$ cat src/sv/srlv_pkg.sv
// shared types, constants and helpers of the sensor record line validator
`default_nettype none

package srlv_pkg;

  localparam int unsigned CHAR_W  = 8;
  localparam int unsigned MONTH_W = 4;
  localparam int unsigned POS_W   = 5;
  localparam int unsigned ACC_W   = 14;
  localparam int unsigned FLD_W   = 7;
  localparam int unsigned YEAR_W  = 12;
  localparam int unsigned SEP_W   = 3;

  localparam logic [CHAR_W-1:0] CHAR_NEWLINE = 8'd10;
  localparam logic [CHAR_W-1:0] CHAR_SPACE   = 8'h20;
  localparam logic [CHAR_W-1:0] CHAR_MINUS   = 8'h2D;
  localparam logic [CHAR_W-1:0] CHAR_ZERO    = 8'd48;
  localparam logic [CHAR_W-1:0] CHAR_NINE    = 8'h39;
  localparam logic [CHAR_W-1:0] CHAR_SEMI    = 8'h3B;

  localparam logic [POS_W-1:0] POS_YEAR_SEP    = 5'd4;
  localparam logic [POS_W-1:0] POS_MONTH_TENS  = 5'd5;
  localparam logic [POS_W-1:0] POS_MONTH_ONES  = 5'd6;
  localparam logic [POS_W-1:0] POS_MONTH_SEP   = 5'd7;
  localparam logic [POS_W-1:0] POS_DAY_SPACE   = 5'd8;
  localparam logic [POS_W-1:0] POS_DAY_SEP     = 5'd10;
  localparam logic [POS_W-1:0] POS_HOUR_SPACE  = 5'd11;
  localparam logic [POS_W-1:0] POS_HOUR_SEP    = 5'd13;
  localparam logic [POS_W-1:0] POS_MINUTE_SPACE = 5'd14;
  localparam logic [POS_W-1:0] POS_MINUTE_SEP  = 5'd16;
  localparam logic [POS_W-1:0] POS_TEMP_SIGN   = 5'd17;
  localparam logic [POS_W-1:0] POS_TEMP_DIGIT  = 5'd18;
  localparam logic [POS_W-1:0] POS_LAST        = 5'd20;
  localparam logic [POS_W-1:0] POS_SAT         = 5'd31;

  localparam logic [ACC_W-1:0] YEAR_MIN   = 14'd1900;
  localparam logic [ACC_W-1:0] YEAR_MAX   = 14'd2100;
  localparam logic [ACC_W-1:0] MONTH_MAX  = 14'd12;
  localparam logic [ACC_W-1:0] HOUR_MAX   = 14'd23;
  localparam logic [ACC_W-1:0] MINUTE_MAX = 14'd59;
  localparam logic [ACC_W-1:0] TEMP_MAX   = 14'd99;
  localparam logic [ACC_W-1:0] ACC_TEN    = 14'd10;

  localparam logic [SEP_W-1:0] SEP_FULL = 3'd5;
  localparam logic [SEP_W-1:0] SEP_SAT  = 3'd7;

  localparam logic [MONTH_W-1:0] MONTH_RESET = 4'd1;
  localparam logic [MONTH_W-1:0] MONTH_TEN   = 4'd10;

  typedef enum logic [1:0] {
    STATUS_VALID     = 2'd0,
    STATUS_MALFORMED = 2'd1,
    STATUS_SKIPPED   = 2'd2
  } status_e;

  typedef struct packed {
    status_e            status;
    logic [YEAR_W-1:0]  year;
    logic [3:0]         month;
    logic [4:0]         day;
    logic [4:0]         hour;
    logic [5:0]         minute;
    logic signed [7:0]  temperature;
  } rec_t;

  function automatic logic [4:0] month_length(input logic [FLD_W-1:0] month,
                                              input logic leap);
    logic [4:0] len;
    len = 5'd0;
    unique case (month)
      7'd1, 7'd3, 7'd5, 7'd7, 7'd8, 7'd10, 7'd12: len = 5'd31;
      7'd4, 7'd6, 7'd9, 7'd11:                     len = 5'd30;
      7'd2:    len = leap ? 5'd29 : 5'd28;
      default: len = 5'd0;
    endcase
    return len;
  endfunction

endpackage

`default_nettype wire

$ cat src/sv/srlv_if.sv
// item channel interfaces for characters in and records out
`default_nettype none

interface srlv_char_if;
  logic       valid;
  logic       ready;
  logic [7:0] character;

  modport source (output valid, output character, input ready);
  modport sink   (input valid, input character, output ready);
endinterface

interface srlv_rec_if;
  logic              valid;
  logic              ready;
  logic [1:0]        status;
  logic [11:0]       rec_year;
  logic [3:0]        rec_month;
  logic [4:0]        rec_day;
  logic [4:0]        rec_hour;
  logic [5:0]        rec_minute;
  logic signed [7:0] rec_temperature;

  modport source (output valid, output status, output rec_year, output rec_month,
                  output rec_day, output rec_hour, output rec_minute,
                  output rec_temperature, input ready);
  modport sink   (input valid, input status, input rec_year, input rec_month,
                  input rec_day, input rec_hour, input rec_minute,
                  input rec_temperature, output ready);
endinterface

`default_nettype wire

$ cat src/sv/srlv_parse.sv
// per-line parse state, field checks and record forming for one character
`default_nettype none

module srlv_parse (
  input  wire logic                          clk_i,
  input  wire logic                          rst_ni,
  input  wire logic                          step_i,
  input  wire logic [srlv_pkg::CHAR_W-1:0]   char_i,
  input  wire logic [srlv_pkg::MONTH_W-1:0]  target_month_i,
  output logic                               done_o,
  output srlv_pkg::rec_t                     rec_o
);
  import srlv_pkg::*;

  logic [POS_W-1:0]  pos_q, pos_d;
  logic [ACC_W-1:0]  acc_q, acc_d;
  logic              neg_q, neg_d;
  logic [SEP_W-1:0]  sep_q, sep_d;
  logic              err_q, err_d;
  logic              oms_q, oms_d;
  logic              mfo_q, mfo_d;
  logic [CHAR_W-1:0] p5_q, p5_d;
  logic              tc_q, tc_d;
  logic              pend_q, pend_d;
  logic [ACC_W-1:0]  year_q, year_d;
  logic [FLD_W-1:0]  month_q, month_d;
  logic [FLD_W-1:0]  day_q, day_d;
  logic [FLD_W-1:0]  hour_q, hour_d;
  logic [FLD_W-1:0]  minute_q, minute_d;
  logic [YEAR_W-1:0] rem_q, rem_d;

  logic              is_nl;
  logic              is_digit;
  logic [3:0]        dval;
  logic [ACC_W-1:0]  acc_mac;
  logic              is_sep;
  logic              space_ok;
  logic [MONTH_W-1:0] ones_val;
  logic [CHAR_W-1:0] tens_char;
  logic [CHAR_W-1:0] ones_char;
  logic [4:0]        mlen;
  logic              skipped;
  logic              malformed;

  assign is_nl    = (char_i == CHAR_NEWLINE);
  assign is_digit = (char_i >= CHAR_ZERO) && (char_i <= CHAR_NINE);
  assign dval     = 4'(char_i - CHAR_ZERO);
  assign acc_mac  = ACC_W'(acc_q * ACC_TEN) + ACC_W'(dval);
  assign is_sep   = (pos_q == POS_YEAR_SEP) || (pos_q == POS_MONTH_SEP) ||
                    (pos_q == POS_DAY_SEP) || (pos_q == POS_HOUR_SEP) ||
                    (pos_q == POS_MINUTE_SEP);
  assign space_ok = (char_i == CHAR_SPACE) &&
                    ((pos_q == POS_MONTH_TENS) || (pos_q == POS_DAY_SPACE) ||
                     (pos_q == POS_HOUR_SPACE) || (pos_q == POS_MINUTE_SPACE));

  // month selection digits
  assign ones_val  = (target_month_i >= MONTH_TEN) ? 4'(target_month_i - MONTH_TEN)
                                                    : target_month_i;
  assign tens_char = (target_month_i >= MONTH_TEN) ? 8'(CHAR_ZERO + 8'd1) : CHAR_ZERO;
  assign ones_char = 8'(CHAR_ZERO + {4'b0, ones_val});

  assign mlen      = month_length(month_q, (year_q[1:0] == 2'b00));
  assign skipped   = (pos_q < POS_MONTH_SEP) || !mfo_q || oms_q;
  assign malformed = err_q || (sep_q != SEP_FULL) || !tc_q || (acc_q > TEMP_MAX);

  always_comb begin
    pos_d    = pos_q;
    acc_d    = acc_q;
    neg_d    = neg_q;
    sep_d    = sep_q;
    err_d    = err_q;
    oms_d    = oms_q;
    mfo_d    = mfo_q;
    p5_d     = p5_q;
    tc_d     = tc_q;
    pend_d   = pend_q;
    year_d   = year_q;
    month_d  = month_q;
    day_d    = day_q;
    hour_d   = hour_q;
    minute_d = minute_q;
    rem_d    = rem_q;
    rec_o    = '0;
    done_o   = step_i && is_nl;

    priority if (skipped) begin
      rec_o.status = STATUS_SKIPPED;
    end else if (malformed) begin
      rec_o.status = STATUS_MALFORMED;
    end else begin
      rec_o.status      = STATUS_VALID;
      rec_o.year        = year_q[YEAR_W-1:0];
      rec_o.month       = month_q[3:0];
      rec_o.day         = day_q[4:0];
      rec_o.hour        = hour_q[4:0];
      rec_o.minute      = minute_q[5:0];
      rec_o.temperature = neg_q ? 8'(8'd0 - acc_q[7:0]) : acc_q[7:0];
    end

    if (step_i) begin
      if (is_nl) begin
        // year memory takes the first matching line's year
        if ((pos_q >= POS_MONTH_SEP) && mfo_q && pend_q) begin
          rem_d = year_q[YEAR_W-1:0];
        end
        pos_d    = '0;
        acc_d    = '0;
        neg_d    = 1'b0;
        sep_d    = '0;
        err_d    = 1'b0;
        oms_d    = 1'b0;
        mfo_d    = 1'b0;
        p5_d     = '0;
        tc_d     = 1'b0;
        pend_d   = 1'b0;
        year_d   = '0;
        month_d  = '0;
        day_d    = '0;
        hour_d   = '0;
        minute_d = '0;
      end else begin
        priority if (is_sep) begin
          acc_d = '0;
          if (char_i != CHAR_SEMI) begin
            err_d = 1'b1;
          end else begin
            if (sep_q < SEP_SAT) begin
              sep_d = 3'(sep_q + 3'd1);
            end
            priority case (pos_q)
              POS_YEAR_SEP: begin
                year_d = acc_q;
                if ((rem_q == '0) && (acc_q >= YEAR_MIN) && (acc_q <= YEAR_MAX)) begin
                  pend_d = !err_q;
                end else if (!((rem_q != '0) && (acc_q == ACC_W'(rem_q)))) begin
                  err_d = 1'b1;
                end
              end
              POS_MONTH_SEP: begin
                month_d = acc_q[FLD_W-1:0];
                if (acc_q != ACC_W'(target_month_i)) begin
                  if ((acc_q >= 14'd1) && (acc_q <= MONTH_MAX) && !err_q) begin
                    oms_d = 1'b1;
                  end else begin
                    err_d = 1'b1;
                  end
                end
              end
              POS_DAY_SEP: begin
                day_d = acc_q[FLD_W-1:0];
                if ((acc_q == '0) || (acc_q > ACC_W'(mlen))) begin
                  err_d = 1'b1;
                end
              end
              POS_HOUR_SEP: begin
                hour_d = acc_q[FLD_W-1:0];
                if (acc_q > HOUR_MAX) begin
                  err_d = 1'b1;
                end
              end
              default: begin
                minute_d = acc_q[FLD_W-1:0];
                if (acc_q > MINUTE_MAX) begin
                  err_d = 1'b1;
                end
              end
            endcase
          end
        end else if (pos_q == POS_TEMP_SIGN) begin
          if (char_i == CHAR_MINUS) begin
            neg_d = 1'b1;
          end else if (is_digit) begin
            acc_d = ACC_W'(dval);
            tc_d  = 1'b1;
          end else if (char_i != CHAR_SPACE) begin
            err_d = 1'b1;
          end
        end else begin
          if (pos_q > POS_LAST) begin
            err_d = 1'b1;
          end else if (is_digit) begin
            acc_d = acc_mac;
            if (pos_q >= POS_TEMP_DIGIT) begin
              tc_d = 1'b1;
            end
          end else if (!space_ok) begin
            err_d = 1'b1;
          end
          if (pos_q == POS_MONTH_TENS) begin
            p5_d = char_i;
          end
          if (pos_q == POS_MONTH_ONES) begin
            mfo_d = ((p5_q == tens_char) || (p5_q == CHAR_SPACE)) && (char_i == ones_char);
          end
        end
        if (pos_q < POS_SAT) begin
          pos_d = 5'(pos_q + 5'd1);
        end
      end
    end
  end

  always_ff @(posedge clk_i or negedge rst_ni) begin
    if (!rst_ni) begin
      pos_q    <= '0;
      acc_q    <= '0;
      neg_q    <= 1'b0;
      sep_q    <= '0;
      err_q    <= 1'b0;
      oms_q    <= 1'b0;
      mfo_q    <= 1'b0;
      p5_q     <= '0;
      tc_q     <= 1'b0;
      pend_q   <= 1'b0;
      year_q   <= '0;
      month_q  <= '0;
      day_q    <= '0;
      hour_q   <= '0;
      minute_q <= '0;
      rem_q    <= '0;
    end else begin
      pos_q    <= pos_d;
      acc_q    <= acc_d;
      neg_q    <= neg_d;
      sep_q    <= sep_d;
      err_q    <= err_d;
      oms_q    <= oms_d;
      mfo_q    <= mfo_d;
      p5_q     <= p5_d;
      tc_q     <= tc_d;
      pend_q   <= pend_d;
      year_q   <= year_d;
      month_q  <= month_d;
      day_q    <= day_d;
      hour_q   <= hour_d;
      minute_q <= minute_d;
      rem_q    <= rem_d;
    end
  end

endmodule

`default_nettype wire

$ cat src/sv/sensor_record_line_validator.sv
// top level: input register, line parser, record register, month register
//
// channel   dir  payload                                   accepted when
// char_i    in   character[7:0]                            valid && ready
// rec_o     out  status, rec_year..rec_minute, rec_temp    valid && ready
// cfg       in   cfg_wdata_i[3:0] target month             cfg_we_i
//
// one character per cycle unless a newline waits; a record enters the record
// register at the parse step of its newline, after the input register
// the parse step runs on the character held in the input register
// a newline waits in the input register while the record register is full and
// not taken, which holds char_i.ready low; other characters never wait
// reset clears all line state, the year memory and sets target month to 1
`default_nettype none

module sensor_record_line_validator (
  input  wire logic                         clk_i,
  input  wire logic                         rst_ni,
  input  wire logic                         cfg_we_i,
  input  wire logic [srlv_pkg::MONTH_W-1:0] cfg_wdata_i,
  srlv_char_if.sink                         char_i,
  srlv_rec_if.source                        rec_o
);
  import srlv_pkg::*;

  logic [MONTH_W-1:0] target_month_q;
  logic               in_valid_q;
  logic [CHAR_W-1:0]  char_q;
  logic               out_valid_q;
  rec_t               rec_q;

  logic               fire;
  logic               done;
  rec_t               rec_next;

  assign fire = in_valid_q &&
                ((char_q != CHAR_NEWLINE) || !out_valid_q || rec_o.ready);
  assign char_i.ready = !in_valid_q || fire;

  srlv_parse u_parse (
    .clk_i          (clk_i),
    .rst_ni         (rst_ni),
    .step_i         (fire),
    .char_i         (char_q),
    .target_month_i (target_month_q),
    .done_o         (done),
    .rec_o          (rec_next)
  );

  always_ff @(posedge clk_i or negedge rst_ni) begin
    if (!rst_ni) begin
      target_month_q <= MONTH_RESET;
      in_valid_q     <= 1'b0;
      out_valid_q    <= 1'b0;
    end else begin
      if (cfg_we_i) begin
        target_month_q <= cfg_wdata_i;
      end
      if (char_i.ready) begin
        in_valid_q <= char_i.valid;
      end
      if (done) begin
        out_valid_q <= 1'b1;
      end else if (rec_o.ready) begin
        out_valid_q <= 1'b0;
      end
    end
  end

  always_ff @(posedge clk_i) begin
    if (char_i.valid && char_i.ready) begin
      char_q <= char_i.character;
    end
    if (done) begin
      rec_q <= rec_next;
    end
  end

  assign rec_o.valid           = out_valid_q;
  assign rec_o.status          = rec_q.status;
  assign rec_o.rec_year        = rec_q.year;
  assign rec_o.rec_month       = rec_q.month;
  assign rec_o.rec_day         = rec_q.day;
  assign rec_o.rec_hour        = rec_q.hour;
  assign rec_o.rec_minute      = rec_q.minute;
  assign rec_o.rec_temperature = rec_q.temperature;

`ifndef SYNTH
  a_no_overwrite: assert property (@(posedge clk_i) disable iff (!rst_ni)
    (out_valid_q && !rec_o.ready) |-> !done)
    else $error("record register overwritten while full");

  a_valid_month: assert property (@(posedge clk_i) disable iff (!rst_ni)
    (rec_o.valid && (rec_o.status == STATUS_VALID)) |->
      (rec_o.rec_month == target_month_q))
    else $error("valid record of an unselected month");

  a_zero_fields: assert property (@(posedge clk_i) disable iff (!rst_ni)
    (rec_o.valid && (rec_o.status != STATUS_VALID)) |->
      ((rec_o.rec_year == '0) && (rec_o.rec_temperature == '0)))
    else $error("fields not cleared on a rejected line");

  a_stall_hold: assert property (@(posedge clk_i) disable iff (!rst_ni)
    (in_valid_q && !fire) |=> (in_valid_q && $stable(char_q)))
    else $error("stalled character lost from input register");
`endif

endmodule

`default_nettype wire
$ cat src/flat_wrapper.sv
// flat-port wrapper written by rule: the top's interface ports become plain ports
module sensor_record_line_validator_flat import srlv_pkg::*;
  (clk_i, rst_ni, cfg_we_i, cfg_wdata_i, char_i_valid, char_i_character, char_i_ready, rec_o_valid, rec_o_status, rec_o_rec_year, rec_o_rec_month, rec_o_rec_day, rec_o_rec_hour, rec_o_rec_minute, rec_o_rec_temperature, rec_o_ready);
  srlv_char_if char_i_i ();
  srlv_rec_if rec_o_i ();
  input  wire logic clk_i;
  input  wire logic rst_ni;
  input  wire logic cfg_we_i;
  input  wire logic [srlv_pkg::MONTH_W-1:0] cfg_wdata_i;
  input wire logic [$bits(char_i_i.valid)-1:0] char_i_valid;
  input wire logic [$bits(char_i_i.character)-1:0] char_i_character;
  output wire logic [$bits(char_i_i.ready)-1:0] char_i_ready;
  output wire logic [$bits(rec_o_i.valid)-1:0] rec_o_valid;
  output wire logic [$bits(rec_o_i.status)-1:0] rec_o_status;
  output wire logic [$bits(rec_o_i.rec_year)-1:0] rec_o_rec_year;
  output wire logic [$bits(rec_o_i.rec_month)-1:0] rec_o_rec_month;
  output wire logic [$bits(rec_o_i.rec_day)-1:0] rec_o_rec_day;
  output wire logic [$bits(rec_o_i.rec_hour)-1:0] rec_o_rec_hour;
  output wire logic [$bits(rec_o_i.rec_minute)-1:0] rec_o_rec_minute;
  output wire logic [$bits(rec_o_i.rec_temperature)-1:0] rec_o_rec_temperature;
  input wire logic [$bits(rec_o_i.ready)-1:0] rec_o_ready;
  assign char_i_i.valid = char_i_valid;
  assign char_i_i.character = char_i_character;
  assign char_i_ready = char_i_i.ready;
  assign rec_o_valid = rec_o_i.valid;
  assign rec_o_status = rec_o_i.status;
  assign rec_o_rec_year = rec_o_i.rec_year;
  assign rec_o_rec_month = rec_o_i.rec_month;
  assign rec_o_rec_day = rec_o_i.rec_day;
  assign rec_o_rec_hour = rec_o_i.rec_hour;
  assign rec_o_rec_minute = rec_o_i.rec_minute;
  assign rec_o_rec_temperature = rec_o_i.rec_temperature;
  assign rec_o_i.ready = rec_o_ready;
  sensor_record_line_validator u_core (.clk_i(clk_i), .rst_ni(rst_ni), .cfg_we_i(cfg_we_i), .cfg_wdata_i(cfg_wdata_i), .char_i(char_i_i), .rec_o(rec_o_i));
endmodule
$ cat config.mk
export PLATFORM = sky130hd
export DESIGN_NAME = sensor_record_line_validator_flat
export DESIGN_NICKNAME = d
export VERILOG_FILES = /design/src/sv/srlv_pkg.sv /design/src/sv/srlv_if.sv /design/src/sv/srlv_parse.sv /design/src/sv/sensor_record_line_validator.sv /design/src/flat_wrapper.sv
export SDC_FILE = /design/constraint.sdc
export NUM_CORES = 1
export LEC_CHECK = 0
export BUFFER_PORTS_ARGS = -buffer_cell sky130_fd_sc_hd__clkbuf_2
export CAP_MARGIN = 25
export CORE_MARGIN = 2
export CORE_UTILIZATION = 30
export CTS_CLUSTER_SIZE = 24
export DETAILED_ROUTE_END_ITERATION = 8
export SLEW_MARGIN = 10
export SYNTH_ARGS = -nofsm -noshare
export SYNTH_HDL_FRONTEND = slang
export SYNTH_SLANG_ARGS = --single-unit
$ cat constraint.sdc
create_clock -name clk_i -period 4.25 [get_ports clk_i]
set_input_delay 0.2125 -clock clk_i [delete_from_list [all_inputs] [get_ports clk_i]]
set_output_delay 0.2125 -clock clk_i [all_outputs]
set_load 0.02 [all_outputs]
# Yosys cells after proc, flatten, opt, wreduce, memory -nomap -nowiden
# Index checks and enable logic that the tools add are counted.
[word_totals] reg_bits=139 latchBits=0 ramBits=0 rom_bits=0 inputBits=17 output_inout_bits=44 memories=0
[op_classes] add_sub_neg=7 mul=1 n_div=0 magnitude_cmp=17 n_eq_ne=54 shift=0 n_mux=90 bitwise=0 reduce_logical=77
[op_table] operator="$mux W14" count=7
[op_table] operator="$mux W5" count=10
[op_table] operator="$mux W1" count=49
[op_table] operator="$mux W12" count=4
[op_table] operator="$mux W8" count=5
[op_table] operator="$reduce_and A4 Y1" count=10
[op_table] operator="$eq A7 B4 Y1 const B" count=5
[op_table] operator="$reduce_bool A2 Y1" count=16
[op_table] operator="$eq A7 B3 Y1 const B" count=4
[op_table] operator="$mux W7" count=4
[op_table] operator="$eq A5 B4 Y1 const B" count=5
[op_table] operator="$eq A8 B6 Y1 const B" count=3
[op_table] operator="$mux W6" count=4
[op_table] operator="$eq A5 B3 Y1 const B" count=4
[op_table] operator="$ne A5 B3 Y1 const B" count=4
[op_table] operator="$logic_or A1 B1 Y1" count=17
[op_table] operator="$ne A8 B6 Y1 const B" count=2
[op_table] operator="$ne A5 B5 Y1 const B" count=3
[op_table] operator="$pmux W5 S3" count=1
[op_table] operator="$add A14 B4 Y14" count=1
[op_table] operator="$eq A14 B12 Y1" count=1
[op_table] operator="$eq A7 B2 Y1 const B" count=2
[op_table] operator="$ge A14 B1 Y1 const B" count=1
[op_table] operator="$ge A14 B11 Y1 const B" count=1
[op_table] operator="54 further kinds" count=83

# Depth between registers and ports, before layout
# Gate-level depths: netlist of run 1.
[logic_depth] word_depth=11 mapped_depth=14 mapped_depth_nobuf=14

# By module
# A second synthesis of run 1 with hierarchy kept.
[unflattened] hier_cells=689 area_unflattened_um2=7405.9
[by_module_without_submodules] mod="srlv_parse" n_inst=1 cells_per_inst=619 area_each_um2=5609.1 seq_area_each_um2=2077.0
[by_module_without_submodules] mod="sensor_record_line_validator" n_inst=1 cells_per_inst=70 area_each_um2=1796.7 seq_area_each_um2=1652.8

# Worst setup path before layout of run 1
# Ideal clock, no wire load.
[synth_path] path_kind="register to register" startpoint="register u_core.char_q[2]" endpoint="register u_core.u_parse.rem_q[11]" setup_ns=0.128 arrival_ns=3.262 required_time_ns=4.122 slack_ns=0.861 path_stages_with_launch=9 n_path_buf=3 period_less_slack_ns=3.389 cell_sequence="edfxtp_1 buf_2 and3b_1 nand3_2 clkbuf_1 nor2_2 nand4_1 buf_2 mux2_1"
[synth_between] elab_chain_len=5 word_cells_on_any_way=6
[synth_rtl] item="from (decl)" line="sensor_record_line_validator.sv:28" text="logic [CHAR_W-1:0] char_q;"
[synth_rtl] item="from (signal assigned)" line="sensor_record_line_validator.sv:72" text="char_q <= char_i.character;"
[synth_rtl] item="$ne A8 B4 Y1" line="sensor_record_line_validator.sv:37" text="((char_q != CHAR_NEWLINE) || !out_valid_q || rec_o.ready);"
[synth_rtl] item="$logic_or A1 B1 Y1 (2 in a row)" line="sensor_record_line_validator.sv:37"
[synth_rtl] item="$logic_and A1 B1 Y1" line="sensor_record_line_validator.sv:36" text="assign fire = in_valid_q &&"
[synth_rtl] item="$reduce_and A3 Y1 (no source line) (*)"
[synth_rtl] item="to (signal assigned)" line="srlv_parse.sv:237" text="rem_q <= rem_d;"
[synth_rtl] item="to (decl)" line="srlv_parse.sv:30" text="logic [YEAR_W-1:0] rem_q, rem_d;"
# Mark *: on every way between the ends. The rest lies on a longest branch, timed or not.
# A chain may end at the register's enable or synchronous reset.

# Final worst setup path of run 1
[layout_path] startpoint="register u_core.u_parse.acc_q[3]" endpoint="register u_core.u_parse.acc_q[13]"
[layout_between] elab_chain_len=7
[layout_rtl] item="from (decl)" line="srlv_parse.sv:16" text="logic [ACC_W-1:0] acc_q, acc_d;"
[layout_rtl] item="from (signal assigned)" line="srlv_parse.sv:206" text="acc_q <= '0;"
[layout_rtl] item="from (signal assigned)" line="srlv_parse.sv:223" text="acc_q <= acc_d;"
[layout_rtl] item="$mul A14 B3 Y13" line="srlv_parse.sv:48" text="assign acc_mac = ACC_W'(acc_q * ACC_TEN) + ACC_W'(dval);"
[layout_rtl] item="$add A14 B4 Y14" line="srlv_parse.sv:48"
[layout_rtl] item="$mux W14" line="srlv_parse.sv:181" text="end else if (is_digit) begin"
[layout_rtl] item="$mux W14" line="srlv_parse.sv:179" text="if (pos_q > POS_LAST) begin"
[layout_rtl] item="$mux W14" line="srlv_parse.sv:169" text="end else if (pos_q == POS_TEMP_SIGN) begin"
[layout_rtl] item="$mux W14" line="srlv_parse.sv:122" text="priority if (is_sep) begin"
[layout_rtl] item="$mux W14" line="srlv_parse.sv:101" text="if (is_nl) begin"
# Every way passes these cells. The select of a mux whose other input is x is not followed.

==> results of run 1 <==
## worst max-delay path, stage by stage, from the launching register on
cell	delay, ns
dfrtp_1	0.71
ha_1	0.35
ha_1	0.22
inv_1	0.07
fa_1	0.45
or3_1	0.43
and4bb_2	0.33
nand3_1	0.13
nor3_2	0.23
mux2i_1	0.21
nand3b_1	0.09
## layout make-up
cell class | count | area [um2]
Fill cell | 2407 | 15500
Sequential cell | 139 | 3730
Multi-Input combinational cell | 511 | 3380
Timing Repair Buffer | 77 | 455
Clock buffer | 18 | 429
Tap cell | 324 | 405
Clock inverter | 14 | 153
Inverter | 25 | 93.8
## cell usage after synthesis (2+ instances only)
cell type / instances
nand2b_1: 3
a211oi_1: 3
clkbuf_1: 23
and2_1: 36
nor3_1: 12
nor2b_1: 11
dfrtp_1: 88
a21oi_2: 2
buf_1: 4
mux2i_1: 4
nor2_1: 44
nand2_1: 91
and3_1: 4
or4_1: 3
inv_1: 25
mux2_1: 2
nand4_1: 7
xnor2_1: 27
o31ai_1: 9
o211ai_1: 3
nor4_1: 10
ha_1: 33
o21bai_1: 2
a21oi_1: 18
a21o_1: 2
o21ai_1: 26
xor2_1: 19
a31oi_1: 6
o21ai_0: 41
buf_2: 6
edfxtp_1: 50
nor3b_1: 3
nand3_1: 20
fa_1: 2
or3_1: 4
o2111ai_1: 4
nand3b_1: 5
mux2_2: 23
and4bb_2: 3
## power by group
part,total (W),switching (W),internal (W)
registers,0.00170,0.000212,0.00148
clock network,0.00149,0.000657,0.000834
logic,0.000954,0.000548,0.000405
total,0.00414,0.00142,0.00272
## cells by family after synthesis
logic type	Yosys count	synth area share [%]
DFF	139	50.8
xor gates and xnor gates	46	5.49
buffers and inverters	59	3.22
AOI/OAI and AO/OA	133	11.2
muxes	29	4.38
adders and majority gates	35	6.17
and+or+nand+nor	268	18.7
## metrics by stage
| step | hold WS, ns | instance area [um2] | power, W |
|---|---|---|---|
| CTS | 0.000941 | 8650 | 0.00416 |
| floorplan | -0.0831 | 7340 | 0.00240 |
| global placement | 0.289 | 7970 | 0.00264 |
| detailed placement | 0.291 | 7970 | 0.00266 |
| global route | 0.0137 | 8650 | 0.00438 |
| finish | 0.0139 | 8650 | 0.00414 |
## worst min path at each step
stage | from | endpoint | slack [ns] | cells past startpoint
after floorplan | rst_ni | u_core.in_valid_q | -0.08 | 0
after CTS | cfg_wdata_i[1] | u_core.target_month_q[1] | 0.0009 | 3
after detailed placement | rst_ni | u_core.u_parse.minute_q[3] | 0.29 | 1
after global placement | rst_ni | u_core.u_parse.minute_q[3] | 0.29 | 1
after global routing | cfg_wdata_i[0] | u_core.target_month_q[0] | 0.01 | 2
final | cfg_wdata_i[1] | u_core.target_month_q[1] | 0.01 | 3
## metal layers
layer	vias to the layer above	GRT usage, %	share of wire [%]
li1	2640	-	-
met1	2564	19.0	49
met2	115	20.4	46
met3	17	2.82	4.2
met4	0	4.22	1.4
met5	-	0	0
## layout by cell type (no fill, tap or decap), types with 5 or more instances in the layout
master         count
nand2_1           91
dfrtp_1           88
clkbuf_2          59
edfxtp_1          50
nor2_1            44
o21ai_0           41
and2_1            36
ha_1              33
xnor2_1           27
o21ai_1           26
inv_1             25
mux2_2            23
nand3_1           20
xor2_1            19
a21oi_1           18
clkbuf_16         17
nor3_1            12
nor2b_1           11
nor4_1            10
dlygate4sd3_1     10
o31ai_1            9
buf_4              8
nand4_1            7
a31oi_1            6
nand3b_1           5
inv_8              5
## flip-flops by register name (all words and copies together), names as in the netlist, 3 cells and up
name and count:
u_core.rec_o.rec_minute 6, u_core.target_month_q 4, u_core.u_parse.hour_q 5, u_core.rec_o.rec_temperature 8
u_core.u_parse.rem_q 12, u_core.u_parse.p5_q 8, u_core.u_parse.sep_q 3, u_core.char_q 8
u_core.u_parse.pos_q 5, u_core.u_parse.year_q 12, u_core.u_parse.day_q 5, u_core.rec_o.rec_hour 5
u_core.rec_o.rec_day 5, u_core.rec_o.rec_month 4, u_core.u_parse.minute_q 6, u_core.u_parse.month_q 7
u_core.rec_o.rec_year 12, u_core.u_parse.acc_q 14
==> flow_summary.yaml, run 1 <==
cts:
  cts_tree: "built"
  insertion_delay_ns: 0.43
  clock-root-buffer: "clkbuf_16"
  htree_num_levels: 4
  ctsResizeCount: 0
  ctsHoldBuffers: 10
  clockBufferDepth: 2
  tritoncts.num_buffers: 17
  worst_setup_hold_path_clk_slew_ns: 0.07
  cts_post_setup_buffers_inserted: 0
  clkSinkCount: 139
placed_design:
  dp.final_hpwl_um: 11700
  numPlacedInstances: 1066
  buffer_ports.inserted: 60
  place.gp.congestion: 0.825
  place_worst_setup_slack_ns: 0.936
routing:
  detail_routed_net_length_per_standard_cell_um: 14.9
  ant_nets: 0
  vias: 5336
  drt_iter0_markers: 390
  vias_per_cell: 4.82
  drc: 0
  dr.pass1.iters: 5
  detail_route.wirelength_um: 16500
power:
  total_leakage_power_nw: 3.61
  power-per-cell-area_nw_per_um2: 479
  vdd.ir_drop.worst_mv: 0.278
floorplan:
  core_region_area_um2: 24200
  placement_rows: 57
  design.die.area_um2: 25700
  design.portCount: 61
  dieWidth_um: 160
  initial_util_pct: 30.4
  die-height_um: 160
synthesis:
  synth_cell_types: 70
  synthArstFlopShare_pct: 64.0
  synth-warning-count: 0
  synth_area_per_cell_um2: 10.4
  syn_nets: 761
  seq_area_frac_synth_pct: 50.8
  number_of_cells_produced_by_synthesis: 709
  synth_top_flop_cell: "dfrtp_1"
  total_standard_cell_area_after_synthesis_um2: 7340
  post-synth-top-area-fraction_pct: 30.0
  post_synth_main_area_contributors: "dfrtp_1 (30%), edfxtp_1 (20%), ha_1 (5.6%), nand2_1 (4.7%), mux2_2 (3.5%)"
  synth-edff-count: 50
  number_of_flip_flops_and_latches_in_the_synthesized_netlist: 139
  synth_top_area_cell: "dfrtp_1"
cells_and_area:
  layout-drive-gt1-share_pct: 17.7
  final-instance-count-excl-fill: 1108
  final_core_util_pct: 35.8
  nNetsFinal: 823
  flow.area_growth_from_synthesis_pct: 17.8
  antenna_cells_inserted: 0
setup_path:
  crit_path_max_fanout: 16
  critical_path_class: "reg -> reg"
  critPathLaunch: "u_core.u_parse.acc_q[3]"
  critical_path.startpoint_type: "register"
  crit-reg2reg-launch: "u_core.u_parse.acc_q[3]"
  critical_path.endpoint: "u_core.u_parse.acc_q[13]"
  critical_path.endpoint_type: "register"
  timing.critical_path.arrival_ns: 3.62
  timing.critical_path.required_ns: 4.56
  rr_endpoint: "u_core.u_parse.acc_q[13]"
  worst_r2r_path_depth: 10
  r2r_slack_ns: 0.93
sta:
  report.final.setup_viol: 0
  final.setup_skew_ns: 0.0124
  slew_violations: 0
  final_setup_margin_ns: 0.933
  rsz_0062_raised_after_global_routing: "false"
  post-route-min-period_ns: 3.32
  maxSlewHeadroom_pct: 47.8
  hold_violations_final: 0
  setup_tns_ns: 0
  final.period_utilization_pct: 78.1
  clock.fmax_ghz: 0.301
  tightest_slew_ns: 0.781
grt:
  globalRouteOverflowTotal: 0
  grt_pass1_vias: 5162
  grt_start_max_net_pins: 49
  grt_resource_usage_total_pct: 13.4
  wire_length_of_the_first_global_routing_pass_um: 27400
  grt_antenna_before_repair: 0
flow_run:
  maxCapViolCount: 0
worst_hold_path:
  hold_path.class: "in -> reg"
run_status:
  outcome: "complete, no violations"
(Power assumes the default switching activity.)
==> inputs of run 2 (changes only) <==
clock period = 3.2 ns   (was 4.25 ns; I/O delays follow)
==> flow_summary.yaml, run 2 (synthesized netlist as in run 1, its figures left out) <==
floorplan:
  core_region_area_um2: 24200
  die-height_um: 160
  dieWidth_um: 160
  design.die.area_um2: 25700
  design.portCount: 61
  placement_rows: 57
  initial_util_pct: 30.4
worst_hold_path:
  worstHoldEndpoint: "u_core.target_month_q[2]"
  hold_path.class: "in -> reg"
  min_path_cells: 2
  launch_point_of_the_worst_hold_path: "cfg_we_i"
power:
  share_comb_of_total_power_pct: 25.8
  total_leakage_power_nw: 3.79
  sw_frac_of_total_pct: 33.7
  cellInternalPower_w: 0.00370
  vdd.ir_drop.worst_mv: 0.389
  power.switching_w: 0.00188
  sequentialPowerShare_pct: 38.7
  clock_power_share_pct: 35.5
  power-per-cell-area_nw_per_um2: 627
routing:
  top_signal_layer_used: "met4"
  vias: 5403
  drc: 0
  met3_wirelength_um: 509
  ant_nets: 0
  detail_route.wirelength_um: 16500
  drt_iter0_markers: 294
  dr.pass1.iters: 5
  detail_routed_net_length_per_standard_cell_um: 14.5
  wl_met1_um: 8310
  met2RoutedLength_um: 7470
  vias_per_cell: 4.76
setup_path:
  timing.critical_path.arrival_ns: 3.30
  critical_path_class: "reg -> reg"
  r2r_slack_ns: 0.19
  crit-reg2reg-launch: "u_core.u_parse.acc_q[3]"
  critical_path.endpoint_type: "register"
  crit_path_max_fanout: 3
  worst_r2r_path_depth: 11
  critical_path.startpoint_type: "register"
  rr_endpoint: "u_core.u_parse.acc_q[13]"
  timing.critical_path.required_ns: 3.49
placed_design:
  numPlacedInstances: 1088
  place_area_um2: 8130
  buffer_ports.inserted: 60
  dp.final_hpwl_um: 11800
  place.gp.congestion: 0.836
  place_worst_setup_slack_ns: 0.221
cells_and_area:
  nFillCells: 2414
  layout-drive-gt1-share_pct: 20.0
  largest_register_ffs: 14
  register_containing_the_most_flip_flops_in_the_final_layout: "u_core.u_parse.acc_q"
  antenna_cells_inserted: 0
  nNetsFinal: 850
  final-instance-count-excl-fill: 1135
  most_common_cell_after_layout_fill_and_taps_aside: "nand2_1"
  final_cell_area_um2: 8890
  flow.area_growth_from_synthesis_pct: 21.0
  layout_common_cells: "nand2_1 (91), dfrtp_1 (88), clkbuf_2 (59)"
sta:
  final.period_utilization_pct: 94.0
  tightest_slew_ns: 0.699
  report.final.setup_viol: 0
  hold_violations_final: 0
  setup_tns_ns: 0
  final.setup_skew_ns: 0.0120
  slew_violations: 0
  timing.hold.ws_ns: 0.00898
  post-route-min-period_ns: 3.01
  rsz_0062_raised_after_global_routing: "false"
  clock.fmax_ghz: 0.332
  final_setup_margin_ns: 0.191
  maxSlewHeadroom_pct: 53.1
grt:
  globalRouteOverflowTotal: 0
  grt_resource_usage_total_pct: 13.6
  grt_pass1_vias: 5464
  wire_length_of_the_first_global_routing_pass_um: 28200
  grt_start_max_net_pins: 49
  grt_antenna_before_repair: 0
cts:
  cts_post_setup_buffers_inserted: 0
  worst_setup_hold_path_clk_slew_ns: 0.07
  clockBufferDepth: 2
  insertion_delay_ns: 0.42
  htree_num_levels: 4
  clkSinkCount: 139
  cts_tree: "built"
  clock-root-buffer: "clkbuf_16"
  tritoncts.num_buffers: 17
run_status:
  outcome: "complete, no violations"
flow_run:
  maxCapViolCount: 0
-- run 2: cell types whose count changed in the layout (fill, tap and decap cells not counted), sizes merged --
cell	change
dlygate4sd3	+5
buf	+22
clkbuf	-1
inv	+1
-- run 2: layer usage --
metal  up-vias  track usage (%)
li1       2699                -
met1      2592             18.8
met2        99             21.8
met3        13             2.30
met4         0             4.46
met5         -                0
-- run 2: stage by stage --
step / power [W] / utilization (%)
finish: 0.00557 / 36.8
global route: 0.00591 / 36.8
CTS: 0.00563 / 36.7
detailed placement: 0.00360 / 33.6
global placement: 0.00358 / 33.6
floorplan: 0.00319 / -
-- run 2: area by class of cell --
type	instances	area [um2]	share of cell area, %
sequential	139	3730	42.0
multi-input combinational	511	3390	38.2
timing repair buffer	104	671	7.55
clock buffer	17	425	4.79
tap	324	405	4.56
clock inverter	15	170	1.91
inverter	25	93.8	1.06
-- run 2: power groups by stage --
stage / combinational, W / sequential, W / clock, W
after floorplan: 0.00108 / 0.00211 / 0
after global placement: 0.00140 / 0.00219 / 0
after detailed placement: 0.00141 / 0.00219 / 0
after CTS: 0.00144 / 0.00216 / 0.00204
after global routing: 0.00161 / 0.00218 / 0.00211
final: 0.00144 / 0.00216 / 0.00198
-- run 2: worst max-delay path by stage --
stage	start	to	cells after the start
4_1_cts	u_core.u_parse.acc_q[3]	u_core.u_parse.acc_q[13]	11
3_5_place_dp	u_core.u_parse.acc_q[3]	u_core.u_parse.acc_q[13]	11
3_3_place_gp	u_core.u_parse.acc_q[1]	u_core.u_parse.acc_q[13]	11
2_1_floorplan	u_core.u_parse.acc_q[3]	u_core.u_parse.acc_q[13]	11
6_report	u_core.u_parse.acc_q[3]	u_core.u_parse.acc_q[13]	11
5_1_grt	u_core.u_parse.acc_q[3]	u_core.u_parse.acc_q[13]	11
-- run 2: what timing repair did --
item	in CTS	in global routing
gates resized for setup	0	2
endpoints found under the hold margin	54	0
setup endpoints to repair	0	1
hold buffers	15	0
-- run 2: worst max-delay path, cell delays in order, from the launching register on --
cell	delay, ns
dfrtp_1	0.38
ha_1	0.29
ha_1	0.17
inv_1	0.06
fa_1	0.39
xor2_1	0.20
or3_1	0.39
and4bb_2	0.34
nand3_2	0.12
nor3_4	0.24
mux2i_1	0.23
nand3b_1	0.09
